**config.mk**
```make
export PLATFORM = sky130hd
export DESIGN_NAME = icmp_echo_request_frame_builder_core_flat
export DESIGN_NICKNAME = d
export VERILOG_FILES = /design/src/design/icmpfb_pkg.sv /design/src/design/icmpfb_ifc.sv /design/src/design/icmpfb_csr.sv /design/src/design/icmpfb_sum.sv /design/src/design/icmpfb_ser.sv /design/src/design/icmp_echo_request_frame_builder_core.sv /design/src/flat_wrapper.sv
export VERILOG_INCLUDE_DIRS = /design/src /design/src/design
export SDC_FILE = /design/constraint.sdc
export NUM_CORES = 1
export LEC_CHECK = 0
export ABC_AREA = 1
export BUFFER_PORTS_ARGS = -buffer_cell sky130_fd_sc_hd__buf_2
export CAP_MARGIN = 20
export CORE_UTILIZATION = 30
export DETAILED_ROUTE_END_ITERATION = 12
export PLACE_DENSITY = 0.52
export SLEW_MARGIN = 5
export SYNTH_ARGS = -nofsm -noshare
export SYNTH_HDL_FRONTEND = slang
export SYNTH_SLANG_ARGS = --single-unit
```
**constraint.sdc**
```tcl
create_clock -name clock -period 6.45 [get_ports clock]
set_input_delay 0.9675 -clock clock [delete_from_list [all_inputs] [get_ports clock]]
set_output_delay 0.9675 -clock clock [all_outputs]
set_load 0.005 [all_outputs]
```
**src/design/icmp_echo_request_frame_builder_core_defines.svh**
```systemverilog
// Assertion macros shared by the frame builder modules.
`ifndef ICMP_ECHO_REQUEST_FRAME_BUILDER_CORE_DEFINES_SVH
`define ICMP_ECHO_REQUEST_FRAME_BUILDER_CORE_DEFINES_SVH
`ifndef ASSERT_OFF
// same-cycle implication
`define ASSERT_IMPLIES(lbl, clk, rst, pre, post) \
   lbl: assert property (@(posedge clk) disable iff (rst) (pre) |-> (post)) \
      else $error("assertion failed");
// next-cycle implication
`define ASSERT_NEXT(lbl, clk, rst, pre, post) \
   lbl: assert property (@(posedge clk) disable iff (rst) (pre) |=> (post)) \
      else $error("assertion failed");
`else
`define ASSERT_IMPLIES(lbl, clk, rst, pre, post)
`define ASSERT_NEXT(lbl, clk, rst, pre, post)
`endif
`endif

```
**src/design/icmpfb_pkg.sv**
```systemverilog
// Shared types and constants of the ICMP echo request frame builder.
package icmpfb_pkg;

   // configuration register indexes
   localparam logic CsrSourceMac = 1'b0;
   localparam logic CsrSourceIp  = 1'b1;

   localparam int CsrDataWidth = 48;

   localparam int FrameLen   = 52;
   localparam int CountWidth = 6;
   localparam int PayloadOfs = 42;
   localparam int PayloadLen = 10;
   localparam int SumWidth   = 20;

   localparam logic [7:0] VerIhlNormal    = 8'h45;
   localparam logic [7:0] VerIhlMalformed = 8'h99;
   localparam logic [7:0] IpProtoIcmp     = 8'h01;
   localparam logic [7:0] IcmpEchoRequest = 8'h08;
   localparam logic [15:0] EtherTypeIpv4  = 16'h0800;
   localparam logic [15:0] IpTotalLen     = 16'd38;

   // fixed ASCII echo payload
   localparam logic [7:0] PayloadText [PayloadLen] = '{
      8'h54, 8'h45, 8'h53, 8'h54, 8'h5F, 8'h44, 8'h41, 8'h54, 8'h41, 8'h21
   };

   // constant part of the ICMP sum: type/code word plus payload words
   localparam logic [SumWidth-1:0] IcmpConstSum = SumWidth'(
      32'h0800 + 32'h5445 + 32'h5354 + 32'h5F44 + 32'h4154 + 32'h4121);

   // constant part of the IPv4 header sum: total length and protocol byte
   localparam logic [SumWidth-1:0] IpConstSum = SumWidth'(
      32'h0026 + 32'h0001);

   // one request with both header checksums resolved
   typedef struct packed {
      logic [7:0]  hop_limit;
      logic [31:0] dest_addr;
      logic        malformed;
      logic [15:0] echo_ident;
      logic [15:0] echo_seq;
      logic [15:0] ip_ck;
      logic [15:0] icmp_ck;
   } hdr_type;

   // request fields held in the input stage
   typedef struct packed {
      logic [7:0]  hop_limit;
      logic [31:0] dest_addr;
      logic        malformed;
      logic [15:0] echo_ident;
      logic [15:0] echo_seq;
   } req_type;

endpackage

```
**src/design/icmpfb_ifc.sv**
```systemverilog
// Request and response channel interfaces.
interface icmpfb_req_if;
   logic        valid;
   logic        ready;
   logic [7:0]  hop_limit;
   logic [31:0] dest_addr;
   logic        malformed;
   logic [15:0] echo_ident;
   logic [15:0] echo_seq;

   modport source (output valid, hop_limit, dest_addr, malformed, echo_ident, echo_seq,
                   input ready);
   modport sink (input valid, hop_limit, dest_addr, malformed, echo_ident, echo_seq,
                 output ready);
endinterface

interface icmpfb_rsp_if;
   logic       valid;
   logic       ready;
   logic [7:0] frame_byte;
   logic       last_byte;

   modport source (output valid, frame_byte, last_byte, input ready);
   modport sink (input valid, frame_byte, last_byte, output ready);
endinterface

```
**src/design/icmpfb_csr.sv**
```systemverilog
// Configuration registers: source MAC and source IPv4 address.
module icmpfb_csr (
   input  logic                                 clock,
   input  logic                                 reset,
   input  logic                                 csr_we,
   input  logic                                 csr_index,
   input  logic [icmpfb_pkg::CsrDataWidth-1:0]  csr_wdata,
   output logic [47:0]                          source_mac,
   output logic [31:0]                          source_ip
);

   logic [47:0] mac_ff, mac_in;
   logic [31:0] ip_ff, ip_in;

   // register write decode
   always_comb begin
      mac_in = mac_ff;
      ip_in  = ip_ff;
      if (csr_we) begin
         case (csr_index)
            icmpfb_pkg::CsrSourceMac: mac_in = csr_wdata[47:0];
            icmpfb_pkg::CsrSourceIp:  ip_in  = csr_wdata[31:0];
            default: ;
         endcase
      end
   end

   always_ff @(posedge clock) begin
      if (reset) begin
         mac_ff <= '0;
         ip_ff  <= '0;
      end else begin
         mac_ff <= mac_in;
         ip_ff  <= ip_in;
      end
   end

   assign source_mac = mac_ff;
   assign source_ip  = ip_ff;

endmodule

```
**src/design/icmpfb_sum.sv**
```systemverilog
// Input register and checksum stage: raw sums, then fold and complement.
module icmpfb_sum (
   input  logic                 clock,
   input  logic                 reset,
   icmpfb_req_if.sink           req_chan,
   input  logic [31:0]          source_ip,
   output logic                 hdr_valid,
   input  logic                 hdr_ready,
   output icmpfb_pkg::hdr_type  hdr
);

   localparam int SW = icmpfb_pkg::SumWidth;

   logic                  v1_ff, v1_in;
   icmpfb_pkg::req_type   r1_ff;
   logic                  v2_ff, v2_in;
   icmpfb_pkg::req_type   r2_ff;
   logic [SW-1:0]         ip_sum_ff, ip_sum_in;
   logic [SW-1:0]         icmp_sum_ff, icmp_sum_in;
   logic                  adv1;
   logic                  take1;
   logic [7:0]            ver_byte;
   logic [16:0]           ip_t, icmp_t;
   logic [15:0]           ip_u, icmp_u;

   // stall chain
   assign adv1           = !v2_ff || hdr_ready;
   assign req_chan.ready = !v1_ff || adv1;
   assign take1          = req_chan.valid && req_chan.ready;
   assign v1_in          = req_chan.ready ? req_chan.valid : v1_ff;
   assign v2_in          = adv1 ? v1_ff : v2_ff;

   // raw ones'-complement sums of the 16-bit words
   assign ver_byte = r1_ff.malformed ? icmpfb_pkg::VerIhlMalformed
                                     : icmpfb_pkg::VerIhlNormal;
   assign ip_sum_in = icmpfb_pkg::IpConstSum
                    + {{(SW-16){1'b0}}, ver_byte, 8'h00}
                    + {{(SW-16){1'b0}}, r1_ff.hop_limit, 8'h00}
                    + {{(SW-16){1'b0}}, source_ip[31:16]}
                    + {{(SW-16){1'b0}}, source_ip[15:0]}
                    + {{(SW-16){1'b0}}, r1_ff.dest_addr[31:16]}
                    + {{(SW-16){1'b0}}, r1_ff.dest_addr[15:0]};
   assign icmp_sum_in = icmpfb_pkg::IcmpConstSum
                      + {{(SW-16){1'b0}}, r1_ff.echo_ident}
                      + {{(SW-16){1'b0}}, r1_ff.echo_seq};

   always_ff @(posedge clock) begin
      if (reset) begin
         v1_ff <= 1'b0;
         v2_ff <= 1'b0;
      end else begin
         v1_ff <= v1_in;
         v2_ff <= v2_in;
      end
   end

   // payload registers
   always_ff @(posedge clock) begin
      if (take1) begin
         r1_ff.hop_limit  <= req_chan.hop_limit;
         r1_ff.dest_addr  <= req_chan.dest_addr;
         r1_ff.malformed  <= req_chan.malformed;
         r1_ff.echo_ident <= req_chan.echo_ident;
         r1_ff.echo_seq   <= req_chan.echo_seq;
      end
      if (adv1 && v1_ff) begin
         r2_ff       <= r1_ff;
         ip_sum_ff   <= ip_sum_in;
         icmp_sum_ff <= icmp_sum_in;
      end
   end

   // end-around carry fold and complement
   assign ip_t   = {1'b0, ip_sum_ff[15:0]} + {13'b0, ip_sum_ff[SW-1:16]};
   assign ip_u   = ip_t[15:0] + {15'b0, ip_t[16]};
   assign icmp_t = {1'b0, icmp_sum_ff[15:0]} + {13'b0, icmp_sum_ff[SW-1:16]};
   assign icmp_u = icmp_t[15:0] + {15'b0, icmp_t[16]};

   assign hdr_valid      = v2_ff;
   assign hdr.hop_limit  = r2_ff.hop_limit;
   assign hdr.dest_addr  = r2_ff.dest_addr;
   assign hdr.malformed  = r2_ff.malformed;
   assign hdr.echo_ident = r2_ff.echo_ident;
   assign hdr.echo_seq   = r2_ff.echo_seq;
   assign hdr.ip_ck      = ~ip_u;
   assign hdr.icmp_ck    = ~icmp_u;

endmodule

```
**src/design/icmpfb_ser.sv**
```systemverilog
// Frame serializer: byte counter, byte select and registered output.
`include "icmp_echo_request_frame_builder_core_defines.svh"
module icmpfb_ser (
   input  logic                 clock,
   input  logic                 reset,
   input  logic                 hdr_valid,
   output logic                 hdr_ready,
   input  icmpfb_pkg::hdr_type  hdr,
   input  logic [47:0]          source_mac,
   input  logic [31:0]          source_ip,
   icmpfb_rsp_if.source         rsp_chan
);

   localparam int CW = icmpfb_pkg::CountWidth;
   localparam logic [CW-1:0] LastIdx = CW'(icmpfb_pkg::FrameLen - 1);

   logic                 busy_ff, busy_in;
   logic [CW-1:0]        cnt_ff, cnt_in;
   icmpfb_pkg::hdr_type  frm_ff;
   logic                 rsp_valid_ff, rsp_valid_in;
   logic [7:0]           rsp_byte_ff, rsp_byte_in;
   logic                 rsp_last_ff, rsp_last_in;
   logic                 out_load;
   logic                 emit;
   logic                 take;
   logic [CW-1:0]        pofs;
   logic [3:0]           pidx;
   logic [7:0]           ver_byte;

   // handshake
   assign out_load  = !rsp_valid_ff || rsp_chan.ready;
   assign emit      = busy_ff && out_load;
   assign hdr_ready = !busy_ff || (emit && (cnt_ff == LastIdx));
   assign take      = hdr_valid && hdr_ready;

   // frame counter
   always_comb begin
      busy_in = busy_ff;
      cnt_in  = cnt_ff;
      if (emit) begin
         if (cnt_ff == LastIdx) begin
            busy_in = 1'b0;
            cnt_in  = '0;
         end else begin
            cnt_in = cnt_ff + 1'b1;
         end
      end
      if (take) begin
         busy_in = 1'b1;
         cnt_in  = '0;
      end
   end

   // byte select
   assign pofs     = cnt_ff - CW'(icmpfb_pkg::PayloadOfs);
   assign pidx     = pofs[3:0];
   assign ver_byte = frm_ff.malformed ? icmpfb_pkg::VerIhlMalformed
                                      : icmpfb_pkg::VerIhlNormal;
   always_comb begin
      case (cnt_ff)
         6'd0, 6'd1, 6'd2, 6'd3, 6'd4, 6'd5: rsp_byte_in = 8'hFF;
         6'd6:  rsp_byte_in = source_mac[47:40];
         6'd7:  rsp_byte_in = source_mac[39:32];
         6'd8:  rsp_byte_in = source_mac[31:24];
         6'd9:  rsp_byte_in = source_mac[23:16];
         6'd10: rsp_byte_in = source_mac[15:8];
         6'd11: rsp_byte_in = source_mac[7:0];
         6'd12: rsp_byte_in = icmpfb_pkg::EtherTypeIpv4[15:8];
         6'd13: rsp_byte_in = icmpfb_pkg::EtherTypeIpv4[7:0];
         6'd14: rsp_byte_in = ver_byte;
         6'd16: rsp_byte_in = icmpfb_pkg::IpTotalLen[15:8];
         6'd17: rsp_byte_in = icmpfb_pkg::IpTotalLen[7:0];
         6'd22: rsp_byte_in = frm_ff.hop_limit;
         6'd23: rsp_byte_in = icmpfb_pkg::IpProtoIcmp;
         6'd24: rsp_byte_in = frm_ff.ip_ck[15:8];
         6'd25: rsp_byte_in = frm_ff.ip_ck[7:0];
         6'd26: rsp_byte_in = source_ip[31:24];
         6'd27: rsp_byte_in = source_ip[23:16];
         6'd28: rsp_byte_in = source_ip[15:8];
         6'd29: rsp_byte_in = source_ip[7:0];
         6'd30: rsp_byte_in = frm_ff.dest_addr[31:24];
         6'd31: rsp_byte_in = frm_ff.dest_addr[23:16];
         6'd32: rsp_byte_in = frm_ff.dest_addr[15:8];
         6'd33: rsp_byte_in = frm_ff.dest_addr[7:0];
         6'd34: rsp_byte_in = icmpfb_pkg::IcmpEchoRequest;
         6'd36: rsp_byte_in = frm_ff.icmp_ck[15:8];
         6'd37: rsp_byte_in = frm_ff.icmp_ck[7:0];
         6'd38: rsp_byte_in = frm_ff.echo_ident[15:8];
         6'd39: rsp_byte_in = frm_ff.echo_ident[7:0];
         6'd40: rsp_byte_in = frm_ff.echo_seq[15:8];
         6'd41: rsp_byte_in = frm_ff.echo_seq[7:0];
         6'd42, 6'd43, 6'd44, 6'd45, 6'd46, 6'd47, 6'd48, 6'd49, 6'd50, 6'd51:
            rsp_byte_in = icmpfb_pkg::PayloadText[pidx];
         // zero fields: TOS, identification, flags, ICMP code
         default: rsp_byte_in = 8'h00;
      endcase
   end

   assign rsp_last_in  = (cnt_ff == LastIdx);
   assign rsp_valid_in = out_load ? busy_ff : rsp_valid_ff;

   always_ff @(posedge clock) begin
      if (reset) begin
         busy_ff      <= 1'b0;
         cnt_ff       <= '0;
         rsp_valid_ff <= 1'b0;
      end else begin
         busy_ff      <= busy_in;
         cnt_ff       <= cnt_in;
         rsp_valid_ff <= rsp_valid_in;
      end
   end

   // payload registers
   always_ff @(posedge clock) begin
      if (take) begin
         frm_ff <= hdr;
      end
      if (emit) begin
         rsp_byte_ff <= rsp_byte_in;
         rsp_last_ff <= rsp_last_in;
      end
   end

   assign rsp_chan.valid      = rsp_valid_ff;
   assign rsp_chan.frame_byte = rsp_byte_ff;
   assign rsp_chan.last_byte  = rsp_last_ff;

   // checks
   `ASSERT_IMPLIES(a_cnt_range, clock, reset, busy_ff, cnt_ff <= LastIdx)
   `ASSERT_NEXT(a_frame_end, clock, reset, emit && (cnt_ff == LastIdx) && !take, !busy_ff)
   `ASSERT_NEXT(a_first_byte, clock, reset, emit && (cnt_ff == '0), rsp_byte_ff == 8'hFF && !rsp_last_ff)
   `ASSERT_IMPLIES(a_idle_count, clock, reset, !busy_ff, cnt_ff == '0)

endmodule

```
**src/design/icmp_echo_request_frame_builder_core.sv**
```systemverilog
// ICMP echo request frame builder: one request in, one 52-byte Ethernet
// frame out, one byte per accepted response transaction in wire order
// (broadcast destination, source MAC, IPv4 header with checksum, ICMP echo
// request with checksum and the fixed ten-byte ASCII payload). The frame is
// paced by the byte-wide output register and its frame counter; frames
// follow each other with no gap, and the next request is taken in while the
// current frame streams. After a request is accepted into the input register,
// its first byte passes through the checksum sum register, the frame register
// and the output register.
// Write source MAC (index 0) and source IP (index 1) only while no frame is
// pending.
module icmp_echo_request_frame_builder_core (
   input  logic                                clock,
   input  logic                                reset,
   icmpfb_req_if.sink                          req_chan,
   icmpfb_rsp_if.source                        rsp_chan,
   input  logic                                csr_we,
   input  logic                                csr_index,
   input  logic [icmpfb_pkg::CsrDataWidth-1:0] csr_wdata
);

   logic [47:0]          source_mac;
   logic [31:0]          source_ip;
   logic                 hdr_valid;
   logic                 hdr_ready;
   icmpfb_pkg::hdr_type  hdr;

   icmpfb_csr u_csr (
      .clock      (clock),
      .reset      (reset),
      .csr_we     (csr_we),
      .csr_index  (csr_index),
      .csr_wdata  (csr_wdata),
      .source_mac (source_mac),
      .source_ip  (source_ip)
   );

   icmpfb_sum u_sum (
      .clock     (clock),
      .reset     (reset),
      .req_chan  (req_chan),
      .source_ip (source_ip),
      .hdr_valid (hdr_valid),
      .hdr_ready (hdr_ready),
      .hdr       (hdr)
   );

   icmpfb_ser u_ser (
      .clock      (clock),
      .reset      (reset),
      .hdr_valid  (hdr_valid),
      .hdr_ready  (hdr_ready),
      .hdr        (hdr),
      .source_mac (source_mac),
      .source_ip  (source_ip),
      .rsp_chan   (rsp_chan)
   );

endmodule

```
**src/flat_wrapper.sv**
```systemverilog
// flat-port wrapper written by rule: the top's interface ports become plain ports
module icmp_echo_request_frame_builder_core_flat 
  (clock, reset, csr_we, csr_index, csr_wdata, req_chan_valid, req_chan_hop_limit, req_chan_dest_addr, req_chan_malformed, req_chan_echo_ident, req_chan_echo_seq, req_chan_ready, rsp_chan_valid, rsp_chan_frame_byte, rsp_chan_last_byte, rsp_chan_ready);
  icmpfb_req_if req_chan_i ();
  icmpfb_rsp_if rsp_chan_i ();
  input  logic clock;
  input  logic reset;
  input  logic csr_we;
  input  logic csr_index;
  input  logic [icmpfb_pkg::CsrDataWidth-1:0] csr_wdata;
  input wire logic [$bits(req_chan_i.valid)-1:0] req_chan_valid;
  input wire logic [$bits(req_chan_i.hop_limit)-1:0] req_chan_hop_limit;
  input wire logic [$bits(req_chan_i.dest_addr)-1:0] req_chan_dest_addr;
  input wire logic [$bits(req_chan_i.malformed)-1:0] req_chan_malformed;
  input wire logic [$bits(req_chan_i.echo_ident)-1:0] req_chan_echo_ident;
  input wire logic [$bits(req_chan_i.echo_seq)-1:0] req_chan_echo_seq;
  output wire logic [$bits(req_chan_i.ready)-1:0] req_chan_ready;
  output wire logic [$bits(rsp_chan_i.valid)-1:0] rsp_chan_valid;
  output wire logic [$bits(rsp_chan_i.frame_byte)-1:0] rsp_chan_frame_byte;
  output wire logic [$bits(rsp_chan_i.last_byte)-1:0] rsp_chan_last_byte;
  input wire logic [$bits(rsp_chan_i.ready)-1:0] rsp_chan_ready;
  assign req_chan_i.valid = req_chan_valid;
  assign req_chan_i.hop_limit = req_chan_hop_limit;
  assign req_chan_i.dest_addr = req_chan_dest_addr;
  assign req_chan_i.malformed = req_chan_malformed;
  assign req_chan_i.echo_ident = req_chan_echo_ident;
  assign req_chan_i.echo_seq = req_chan_echo_seq;
  assign req_chan_ready = req_chan_i.ready;
  assign rsp_chan_valid = rsp_chan_i.valid;
  assign rsp_chan_frame_byte = rsp_chan_i.frame_byte;
  assign rsp_chan_last_byte = rsp_chan_i.last_byte;
  assign rsp_chan_i.ready = rsp_chan_ready;
  icmp_echo_request_frame_builder_core u_core (.clock(clock), .reset(reset), .req_chan(req_chan_i), .rsp_chan(rsp_chan_i), .csr_we(csr_we), .csr_index(csr_index), .csr_wdata(csr_wdata));
endmodule
```
==> summary.json <==
{
  "outcome": {"value": "complete, no violations"},
  "final_hold_viol_count": {"value": 0},
  "cts.path.max_buffers": {"value": 3},
  "grt_overflow": {"value": 0},
  "worst_r2r_path_depth": {"value": 16},
  "post_route_minimum_period": {"value": 3.88, "unit": "ns"},
  "horizontal_extent_of_the_die": {"value": 252, "unit": "um"},
  "ys_warn_count": {"value": 0},
  "worst_slew_pin_slew": {"value": 1.12, "unit": "ns"},
  "flow.area_growth_from_synthesis": {"value": 16.4, "unit": "%"},
  "std_cell_rows": {"value": 91},
  "hold_depth": {"value": 0},
  "crit_required": {"value": 6.78, "unit": "ns"},
  "final_layout_size_suffix_gt1_share": {"value": 11.8, "unit": "%"},
  "final_max_slew_viol_count": {"value": 0},
  "die_height": {"value": 252, "unit": "um"},
  "cts.sink_count": {"value": 387},
  "hold_buffers": {"value": 0},
  "synth.lib_cells_used.distinct": {"value": 40},
  "grt_use_total": {"value": 18.1, "unit": "%"},
  "fillers": {"value": 6391},
  "synth_area_leaders": {"value": "edfxtp_1, dfxtp_1, nand2_1"},
  "synth-edff-count": {"value": 297},
  "startpoint_type": {"value": "flop"},
  "critPathArrivalTime": {"value": 4.21, "unit": "ns"},
  "insertion_delay": {"value": 0.58, "unit": "ns"},
  "dr.pass1.iters": {"value": 5},
  "finClkSkew": {"value": 0.0196, "unit": "ns"},
  "detail-route-antenna-nets": {"value": 0},
  "fmaxAchievable": {"value": 258, "unit": "MHz"},
  "dieArea": {"value": 63500, "unit": "um^2"},
  "core_area": {"value": 61700, "unit": "um^2"},
  "final.period_utilization": {"value": 60.1, "unit": "%"},
  "rsz0062_at_grt": {"value": "no"},
  "endpoint_kind": {"value": "flop"},
  "final_net_count": {"value": 2302},
  "worstPathMaxFanout": {"value": 4},
  "hp-class": {"value": "reg -> reg"},
  "route.detailed.vias_per_inst": {"value": 4.67},
  "initial_utilization": {"value": 30.4, "unit": "%"},
  "cts_made_buffers": {"value": 43},
  "detailedPlace.worstSlack": {"value": 2.44, "unit": "ns"},
  "static-leakage-power": {"value": 9.10, "unit": "nW"},
  "largest_net_degree_at_the_start_of_global_routing": {"value": 106},
  "detail_route.drc_violations": {"value": 0},
  "place.detailed.hpwl": {"value": 44.9, "unit": "mm"},
  "critical_path_class": {"value": "reg -> reg"},
  "synthFlopType": {"value": "edfxtp_1"},
  "routedWlPerCell": {"value": 19.8, "unit": "um"},
  "route.final.wire_length": {"value": 58.0, "unit": "mm"},
  "maxcap_violations": {"value": 0},
  "most-common-layout-cells": {"value": "nand2_1, edfxtp_1, inv_1"},
  "synth-async-reset-ratio": {"value": 0, "unit": "%"},
  "grt_antenna_before_repair": {"value": 0},
  "boundaryPins": {"value": 138},
  "setup-tns-final": {"value": 0, "unit": "ns"},
  "setup-violations-final": {"value": 0},
  "synthesis.nets": {"value": 2139},
  "critical_path.cell_chain": {"value": "inv_1 > fa_1 > inv_1 > fa_1 > inv_1 > fa_1 > inv_1 > ha_1 > nand3_1 > nand2_1 > a21oi_1 > o21ai_0 > nand3_1 > nand2_1 > nand2_1 > nand2_1"},
  "clk_pin_slew": {"value": 0.06, "unit": "ns"},
  "cts-resized-gates": {"value": 0},
  "critical_path.max_stage_delay": {"value": 0.59, "unit": "ns"},
  "tritoncts": {"value": "yes"},
  "yosys.area.top_type_share": {"value": 47.6, "unit": "%"},
  "cts_root_buf": {"value": "clkbuf_16"},
  "io_buffers": {"value": 137},
  "final_estimated_routing_congestion_in_global_placement": {"value": 0.912},
  "post_cts_buffers": {"value": 0},
  "first_global_vias": {"value": 13200},
  "ir_worst_vdd": {"value": 165, "unit": "uV"},
  "power.density": {"value": 311, "unit": "nW/um^2"},
  "drtIter0Drc": {"value": 1298},
  "crit_path_top_delay_cell": {"value": "fa_1"},
  "grt_first_pass_wirelength": {"value": 83.8, "unit": "mm"},
  "netlist.top_cell.by_area": {"value": "edfxtp_1"},
  "route.vias.total": {"value": 13600},
  "syn_area": {"value": 18700, "unit": "um^2"},
  "layout.cells.most_common": {"value": "nand2_1"},
  "worst_slew_margin_relative_to_its_limit": {"value": 24.8, "unit": "%"},
  "ys_ff_latch": {"value": 387},
  "post-route-worst-setup-slack": {"value": 2.57, "unit": "ns"},
  "htree_levels": {"value": 2},
  "synthesis.instances": {"value": 1887},
  "number_of_inserted_diodes": {"value": 0},
  "synthesis.area_per_instance": {"value": 9.94, "unit": "um^2"},
  "synth.yosys.seq_area_share": {"value": 57.2, "unit": "%"}
}
registers in the layout, summed over array words and instances (netlist names):
register	count
u_core.u_csr.source_ip	32
u_core.u_csr.source_mac	48
u_core.u_ser.busy_ff	1
u_core.u_ser.cnt_ff	6
u_core.u_ser.frm_ff	105
u_core.u_ser.rsp_chan.frame_byte	8
u_core.u_ser.rsp_chan.last_byte	1
u_core.u_ser.rsp_chan.valid	1
u_core.u_sum.hdr	73
u_core.u_sum.hdr_valid	1
u_core.u_sum.icmp_sum_ff	18
u_core.u_sum.ip_sum_ff	19
u_core.u_sum.r1_ff	73
u_core.u_sum.v1_ff	1
area by class of cell:
type | count | area, um^2 | share of cell area (%)
inverter | 276 | 1040 | 4.77
clock buffer | 58 | 1180 | 5.43
multi-input combinational | 1196 | 6900 | 31.6
clock inverter | 22 | 164 | 0.751
tap | 837 | 1050 | 4.80
sequential | 387 | 10700 | 49.1
timing repair buffer | 146 | 766 | 3.51
synth_stat cells (8+ instances only):
library cell / number
nand2_1: 400
edfxtp_1: 297
inv_1: 268
nor2_1: 243
o21ai_0: 115
dfxtp_1: 90
ha_1: 77
nand3_1: 75
a21oi_1: 66
fa_1: 48
nand4_1: 36
xor2_1: 28
clkbuf_1: 25
xnor2_1: 20
nor3_1: 18
nor2_2: 11
inv_2: 8
kinds of logic (layout without fill, tap and decap cells):
family	Yosys count	count (layout)	synth area share (%)
AO/OA/AOI/OAI	219	219	6.35
XOR/XNOR	48	48	2.24
adder cells (fa/ha/maj)	125	125	10.3
buffers and inverters	304	502	6.12
flip-flops	387	387	57.2
AND/OR/NAND/NOR	804	804	17.8
stage by stage:
step	hold WS, ns	cell area, um^2	util [%]	total power [W]	cells
after floorplan	0.400	18700	-	0.00400	1887
after global placement	0.400	20500	33.2	0.00444	2842
after detailed placement	0.405	20500	33.2	0.00445	2842
after CTS	0.419	21800	35.4	0.00685	2922
after global routing	0.425	21800	35.4	0.00712	2922
final	0.418	21800	35.4	0.00678	2922
power by group:
part / leakage (nW) / switching [W] / internal (W)
Sequential: 3.52 / 0.000147 / 0.00294
Clock: 0.651 / 0.00105 / 0.00134
Combinational: 4.92 / 0.000848 / 0.000466
Total: 9.10 / 0.00204 / 0.00474
worst max-delay path, delay by kind of cell, from the launching register on:
kind            cells  cell delay [ns]
fa+ha+maj           4             1.92
compound gates      2             0.65
simple gates        6             0.46
flops               1             0.34
buf+inv             4             0.27
per-layer routing:
layer  part of all wire, %  global-route usage, %  up-vias
li1                      -                      -     6561
met1                    46                   25.6     6544
met2                    44                   27.4      456
met3                   6.9                   3.46       82
met4                   3.1                   6.39        0
met5                     0                      0        -
final timing paths:
kind | from | to | slack [ns]
min | u_core.u_sum.hdr[89] | u_core.u_ser.frm_ff[89] | 0.42
max reg2reg | u_core.u_sum.r1_ff[36] | u_core.u_sum.ip_sum_ff[17] | 2.57
max | u_core.u_sum.r1_ff[36] | u_core.u_sum.ip_sum_ff[17] | 2.57
min reg2reg | u_core.u_sum.hdr[89] | u_core.u_ser.frm_ff[89] | 0.42
No activity file was read; power rests on OpenSTA's default activity.
